### src/rtl/pss_pkg.sv
`timescale 1ns / 1ps
// ----------------------------------------------------------------------------
// pss_pkg
// Shared types and constants of the Pauli string state update block.
// ----------------------------------------------------------------------------
package pss_pkg;

  // amplitude format: two's complement, two integer bits
  localparam int AMP_BITS = 16;
  localparam int FRAC     = AMP_BITS - 2;
  localparam int PROD_W   = 2 * AMP_BITS;
  localparam int ACC_W    = 2 * AMP_BITS + 3;
  localparam int MASK_W   = 10;
  localparam int BIDX_W   = 10;
  localparam int CFG_AW   = 5;

  localparam logic signed [ACC_W-1:0] HALF_LSB = ACC_W'(1) <<< (FRAC - 1);
  localparam logic signed [ACC_W-1:0] AMP_MAXV = (ACC_W'(1) <<< (AMP_BITS - 1)) - ACC_W'(1);
  localparam logic signed [ACC_W-1:0] AMP_MINV = -(ACC_W'(1) <<< (AMP_BITS - 1));

  // function codes of an input transaction
  localparam logic [1:0] FUNC_WRITE  = 2'd0;
  localparam logic [1:0] FUNC_READ   = 2'd1;
  localparam logic [1:0] FUNC_GATE   = 2'd2;
  localparam logic [1:0] FUNC_UNUSED = 2'd3;

  // register indexes
  localparam logic [2:0] REG_MODE    = 3'd0;
  localparam logic [2:0] REG_CONTROL = 3'd1;
  localparam logic [2:0] REG_FLIP    = 3'd2;
  localparam logic [2:0] REG_PHASE   = 3'd3;
  localparam logic [2:0] REG_COEF_RE = 3'd4;
  localparam logic [2:0] REG_COEF_IM = 3'd5;
  localparam logic [2:0] REG_SINE_RE = 3'd6;
  localparam logic [2:0] REG_SINE_IM = 3'd7;

  typedef struct packed {
    logic [1:0]                 func;
    logic [BIDX_W-1:0]          basis_index;
    logic signed [AMP_BITS-1:0] in_re;
    logic signed [AMP_BITS-1:0] in_im;
  } pss_in_t;

  typedef struct packed {
    logic signed [AMP_BITS-1:0] out_re;
    logic signed [AMP_BITS-1:0] out_im;
    logic                       gate_done;
    logic                       saturated;
  } pss_out_t;

  typedef struct packed {
    logic                       gate_mode;
    logic [MASK_W-1:0]          control_bits;
    logic [MASK_W-1:0]          flip_bits;
    logic [MASK_W-1:0]          phase_bits;
    logic signed [AMP_BITS-1:0] coef_re;
    logic signed [AMP_BITS-1:0] coef_im;
    logic signed [AMP_BITS-1:0] sine_re;
    logic signed [AMP_BITS-1:0] sine_im;
  } pss_cfg_t;

  // control of the complex multiply-accumulate unit
  typedef struct packed {
    logic       clr;
    logic       mul_v;
    logic       dst;
    logic [1:0] quarter;
  } pss_mac_ctl_t;

  typedef enum logic [2:0] {
    ST_IDLE,
    ST_RD_WAIT,
    ST_G_SCAN,
    ST_G_MUL,
    ST_G_ACC,
    ST_G_WR0,
    ST_G_WR1,
    ST_G_DONE
  } pss_state_t;

endpackage

### src/rtl/pss_cfg_regs.sv
`timescale 1ns / 1ps
// ----------------------------------------------------------------------------
// pss_cfg_regs
// APB-style register file holding the gate description.
// ----------------------------------------------------------------------------
module pss_cfg_regs
  import pss_pkg::*;
(
  input  logic              clk,
  input  logic              rst_n,
  input  logic              psel,
  input  logic              penable,
  input  logic              pwrite,
  input  logic [CFG_AW-1:0] paddr,
  input  logic [31:0]       pwdata,
  output logic [31:0]       prdata,
  output logic              pready,
  output pss_cfg_t          cfg
);

  logic       wr_en;
  logic [2:0] reg_idx;
  pss_cfg_t   cfg_r;

  assign pready  = 1'b1;
  assign wr_en   = psel && penable && pwrite;
  assign reg_idx = paddr[CFG_AW-1:2];
  assign cfg     = cfg_r;

  // register writes
  always_ff @(posedge clk) begin
    if (!rst_n) begin
      cfg_r.gate_mode    <= 1'b0;
      cfg_r.control_bits <= '0;
      cfg_r.flip_bits    <= '0;
      cfg_r.phase_bits   <= '0;
      cfg_r.coef_re      <= AMP_BITS'(1) <<< FRAC;
      cfg_r.coef_im      <= '0;
      cfg_r.sine_re      <= '0;
      cfg_r.sine_im      <= '0;
    end else if (wr_en) begin
      unique case (reg_idx)
        REG_MODE:    cfg_r.gate_mode    <= pwdata[0];
        REG_CONTROL: cfg_r.control_bits <= pwdata[MASK_W-1:0];
        REG_FLIP:    cfg_r.flip_bits    <= pwdata[MASK_W-1:0];
        REG_PHASE:   cfg_r.phase_bits   <= pwdata[MASK_W-1:0];
        REG_COEF_RE: cfg_r.coef_re      <= pwdata[AMP_BITS-1:0];
        REG_COEF_IM: cfg_r.coef_im      <= pwdata[AMP_BITS-1:0];
        REG_SINE_RE: cfg_r.sine_re      <= pwdata[AMP_BITS-1:0];
        REG_SINE_IM: cfg_r.sine_im      <= pwdata[AMP_BITS-1:0];
        default: ;
      endcase
    end
  end

  // read mux
  always_comb begin
    prdata = '0;
    unique case (reg_idx)
      REG_MODE:    prdata = 32'(cfg_r.gate_mode);
      REG_CONTROL: prdata = 32'(cfg_r.control_bits);
      REG_FLIP:    prdata = 32'(cfg_r.flip_bits);
      REG_PHASE:   prdata = 32'(cfg_r.phase_bits);
      REG_COEF_RE: prdata = 32'(unsigned'(cfg_r.coef_re));
      REG_COEF_IM: prdata = 32'(unsigned'(cfg_r.coef_im));
      REG_SINE_RE: prdata = 32'(unsigned'(cfg_r.sine_re));
      REG_SINE_IM: prdata = 32'(unsigned'(cfg_r.sine_im));
      default:     prdata = '0;
    endcase
  end

endmodule

### config.mk
export PLATFORM = sky130hd
export DESIGN_NAME = pss_cfg_regs
export DESIGN_NICKNAME = d
export VERILOG_FILES = /design/src/rtl/pss_pkg.sv /design/src/rtl/pss_cfg_regs.sv
export SDC_FILE = /design/constraint.sdc
export NUM_CORES = 1
export LEC_CHECK = 0
export BUFFER_PORTS_ARGS = -buffer_cell sky130_fd_sc_hd__buf_2
export CORE_MARGIN = 4
export CORE_UTILIZATION = 44
export DETAILED_ROUTE_END_ITERATION = 12
export PLACE_DENSITY = 0.76
export SETUP_SLACK_MARGIN = 0.1
export SYNTH_ARGS = -nofsm -noshare
export SYNTH_HDL_FRONTEND = slang
export SYNTH_SLANG_ARGS = --single-unit
### constraint.sdc
create_clock -name clk -period 1.3 [get_ports clk]
set_input_delay 0.26 -clock clk [delete_from_list [all_inputs] [get_ports clk]]
set_output_delay 0.26 -clock clk [all_outputs]
set_load 0.1 [all_outputs]
# After elaboration in Yosys (flattened, before gate mapping)
# Index checks and enable logic that the tools add are counted.
# totals
regBits	95
word_cells	27
in_bits	42
# op_classes
n_mux	1
n_reduce_logical	11
n_eq_ne	7
# ops
op	count
$pmux W32 S8	1
$reduce_and A2 Y1	8
$eq A3 B3 Y1 const B	4
$eq A3 B2 Y1 const B	2
$eq A3 B1 Y1 const B	1
$logic_not A3 Y1	1
$logic_and A1 B1 Y1	2

# Logic depth before layout (Yosys ltp)
# logic_depth
word_depth	3
ltp_mapped	5

# Least setup slack after synthesis
# No wires, ideal clock.
# synth_timing
path_kind	flip-flop to output port
start	reg cfg_r (netlist bit cfg[34])
end	out prdata[2]
path_stages_with_launch	4
required_ps	1040
setup_slack_ps	-2560
arrival_ps	3600
n_path_buf	0
path_cell_list	dfxtp_1 > mux2_2 > a221oi_1 > a221oi_1
# synth_between
elab_chain_cells	1
# synth_lines
element	line_no	source
from (decl)	pss_cfg_regs.sv:23	pss_cfg_t cfg_r;
$pmux W32 S8	pss_cfg_regs.sv:59	unique case (reg_idx)
to (decl)	pss_cfg_regs.sv:16	output logic [31:0] prdata,
# Every way passes these cells. The select of a mux whose other input is x is not followed.

# Final worst setup path
# layout_timing
start	reg cfg_r (netlist bit cfg[50])
end	out prdata[2]
# Same word-level chain as after synthesis.

==> flow_summary_export.csv <==
group,metric,value,unit
place,dpl.cell_count,794,
die,io_pins,170,
grt,grt_util_met2,61.72,%
die,initial_utilization,45.19,%
grt,grt_antenna_before_repair,0,
logic_synthesis,synth_top_family_by_area,"multiplexers",
logic_synthesis,yosys_register_bits,95,
grt,grt_use_total,35.68,%
place,port_buffers,134,
finish,stdcell_count,838,
timing,setup_viol,44,
clock_network,h-tree-depth,3,
clock_network,clk_latency,400,ps
job,maxCapViolations,0,
route,vias_per_cell,6.047,
outcome,violations,"negative setup slack",
timing,drv_slew,0,
outcome,outcome,"complete, but fails checks",
grt,grt_busiest_layer,"met2",
pwr,p_leak,3.720,nW
logic_synthesis,synth_adder_area_share,0,%
finish,largest_reg_flops,95,
route,drt-initial-drc-count,477,
logic_synthesis,synthSimpleGateAreaFrac,13.88,%
finish,diodes,0,
setup_path,criticalPathCategory,"flip-flop to primary output",
timing,tightest_slew,526.4,ps
logic_synthesis,synth.most_common_cell,"mux2i_1",
grt,grt_use_met3,8.657,%
logic_synthesis,synth_compound_area_share,4.278,%
grt,grtUsageMet1,39.22,%
timing,max_freq,0.4840,GHz
finish,layout-drive-gt1-share,64.82,%
timing,clock_skew,0,ps
pwr,power_density,696.6,nW/um2
logic_synthesis,synthArstFlopShare,0,%
setup_path,worst-path-max-fanout,2,
setup_path,worst_setup_path_start_kind,"flip-flop",
logic_synthesis,synth_area_leader_cell,"dfxtp_1",
pwr,max-vdd-ir-drop,0.8804,mV
logic_synthesis,synth_top_area_share,43.06,%
logic_synthesis,synthTopCellsByArea,"dfxtp_1 (43%), mux2i_1 (25%), nand2_1 (9.3%)",
logic_synthesis,synth_edf_count,0,
route,vias,5067,
timing,min_period,2066,ps
die,die-area,11710,um2
setup_path,end_kind,"primary output",
logic_synthesis,synthXorXnorAreaFrac,0,%
grt,grt_remaining_overflow,0,
route,wl_per_cell,29.23,um
grt,grt_max_degree,58,
finish,final_cell_area,9196,um2
timing,rsz0062_at_grt,"true",
die,die_h,108.2,um
timing,fin_crit_sh,158.9,%
route,wl,24500,um
place,gp_congestion,0.8417,
logic_synthesis,syn_area,4417,um2
setup_path,regToRegSetupSlack,240,ps
setup_path,worstPathArrival,1810,ps
route,antenna_left,0,
logic_synthesis,synth_common_cells,"mux2i_1 (111), nand2_1 (109), dfxtp_1 (95)",
timing,timing.slew.headroom,63.90,%
grt,grt_pass1_wl,30990,um
clock_network,numCtsBuffers,9,
grt,grt_pass1_vias,5124,
finish,fin_nets,742,
timing,hold_viol,0,
die,core,9774,um2
clock_network,cts.sinks,95,
logic_synthesis,syn_inst,427,
logic_synthesis,synth_ff_type,"dfxtp_1",
route,drc,0,
clock_network,cts.path.max_buffers,2,
clock_network,cts-root-buf,"clkbuf_8",
setup_path,critPathRequiredTime,1040,ps
place,dp_hpwl,12070,um
place,placed_area,8204,um2
logic_synthesis,synthDistinctLibCells,26,
die,row_count,36,
logic_synthesis,synthMuxAreaShare,31.78,%
clock_network,clk_pin_slew_worst_paths,90,ps
route,firstDrtPassIters,5,
logic_synthesis,ys_seq_area_share,43.06,%
clock_network,tritoncts,"built",
finish,area_delta_synth_final,108.2,%
min_path,worstHoldPathType,"primary input to flip-flop",
logic_synthesis,avgSynthCellArea,10.34,um2
die,die_w,108.2,um
logic_synthesis,yosysWarnings,0,
timing,setup_ws,-766.2,ps
cell type report:
cell class | instances | area (um2)
timing repair buffer | 292 | 3970
inverter | 1 | 3.754
multi-input combinational | 301 | 2628
clock buffer | 12 | 145.1
sequential | 95 | 2238
clock inverter | 4 | 45.04
tap | 133 | 166.4
fill | 252 | 578.1
final timing paths:
path / from / endpoint / cells after the start
worst max-delay path: cfg[50] / prdata[2] / 5
worst min-delay path: pwdata[14] / cfg[46] / 3
worst max register to register: cfg[3] / cfg[3] / 5
worst min register to register: cfg[75] / cfg[75] / 2
per-layer routing:
metal | up-vias | wire [um]
met5 | - | 0
met4 | 0 | 2244
met3 | 159 | 2046
met2 | 432 | 11960
met1 | 2469 | 8242
li1 | 2007 | -
timing repair:
item / CTS / global route
hold buffers: 0 / 0
endpoints found under the setup margin: 114 / 122
hold endpoints to repair: 0 / 0
pin swaps: 8 / 2
resized for setup: 121 / 66
setup buffers: 21 / 71
logic make-up (layout without fill, tap and decap cells):
group                  after synthesis  in the layout
other                                2             17
muxes                              129            129
and+or+nand+nor                    133            133
buffers and inverters               46            309
AOI/OAI and AO/OA                   22             22
DFF                                 95             95
cell usage in the layout (no fill, tap or decap):
cell,n
nand2b_1,1
o41ai_1,1
mux2_2,1
nand4_4,1
buf_4,72
bufinv_16,1
and2_1,1
or3_1,1
o311ai_0,2
nand2_1,109
dfxtp_2,8
mux2_4,9
conb_1,17
mux2i_2,1
and2_2,1
nand2_2,1
buf_6,77
buf_2,20
nor2_4,6
inv_1,1
nor2b_1,2
and2b_4,1
nor2b_4,1
clkinv_2,3
buf_12,123
dfxtp_4,87
o21ai_0,1
clkbuf_8,10
nand4b_4,1
a221oi_2,3
a221oi_4,15
mux2i_1,110
nand2b_2,1
clkbuf_1,2
mux4_2,8
and2_4,6
report_power, final:
group	total, mW	switching [mW]	internal (mW)	leakage [nW]
combinational	1.50	1.01	0.488	2.78
sequential	2.79	0.0247	2.76	0.839
clock	2.12	1.18	0.937	0.100
total	6.41	2.22	4.19	3.72
through the flow:
stage | utilization (%) | power [mW] | setup TNS (ps) | hold WS, ps | setup slack [ps]
after floorplan | - | 3.766 | -7698 | 435.7 | -739.0
after global placement | 83.94 | 4.144 | -26800 | 481.9 | -646.6
after detailed placement | 83.94 | 4.172 | -31530 | 488.4 | -746.2
after CTS | 91.05 | 6.136 | -8778 | 165.0 | -638.9
after global routing | 94.09 | 6.531 | -11040 | 211.9 | -792.3
final | 94.09 | 6.407 | -10300 | 229.5 | -766.2
worst max-delay path, stage by stage, from the launching register on:
cell	delay [ps]
dfxtp_4	360
mux2_2	270
a221oi_2	290
buf_4	210
a221oi_4	60
buf_12	210
No activity file was read; power rests on OpenSTA's default activity.
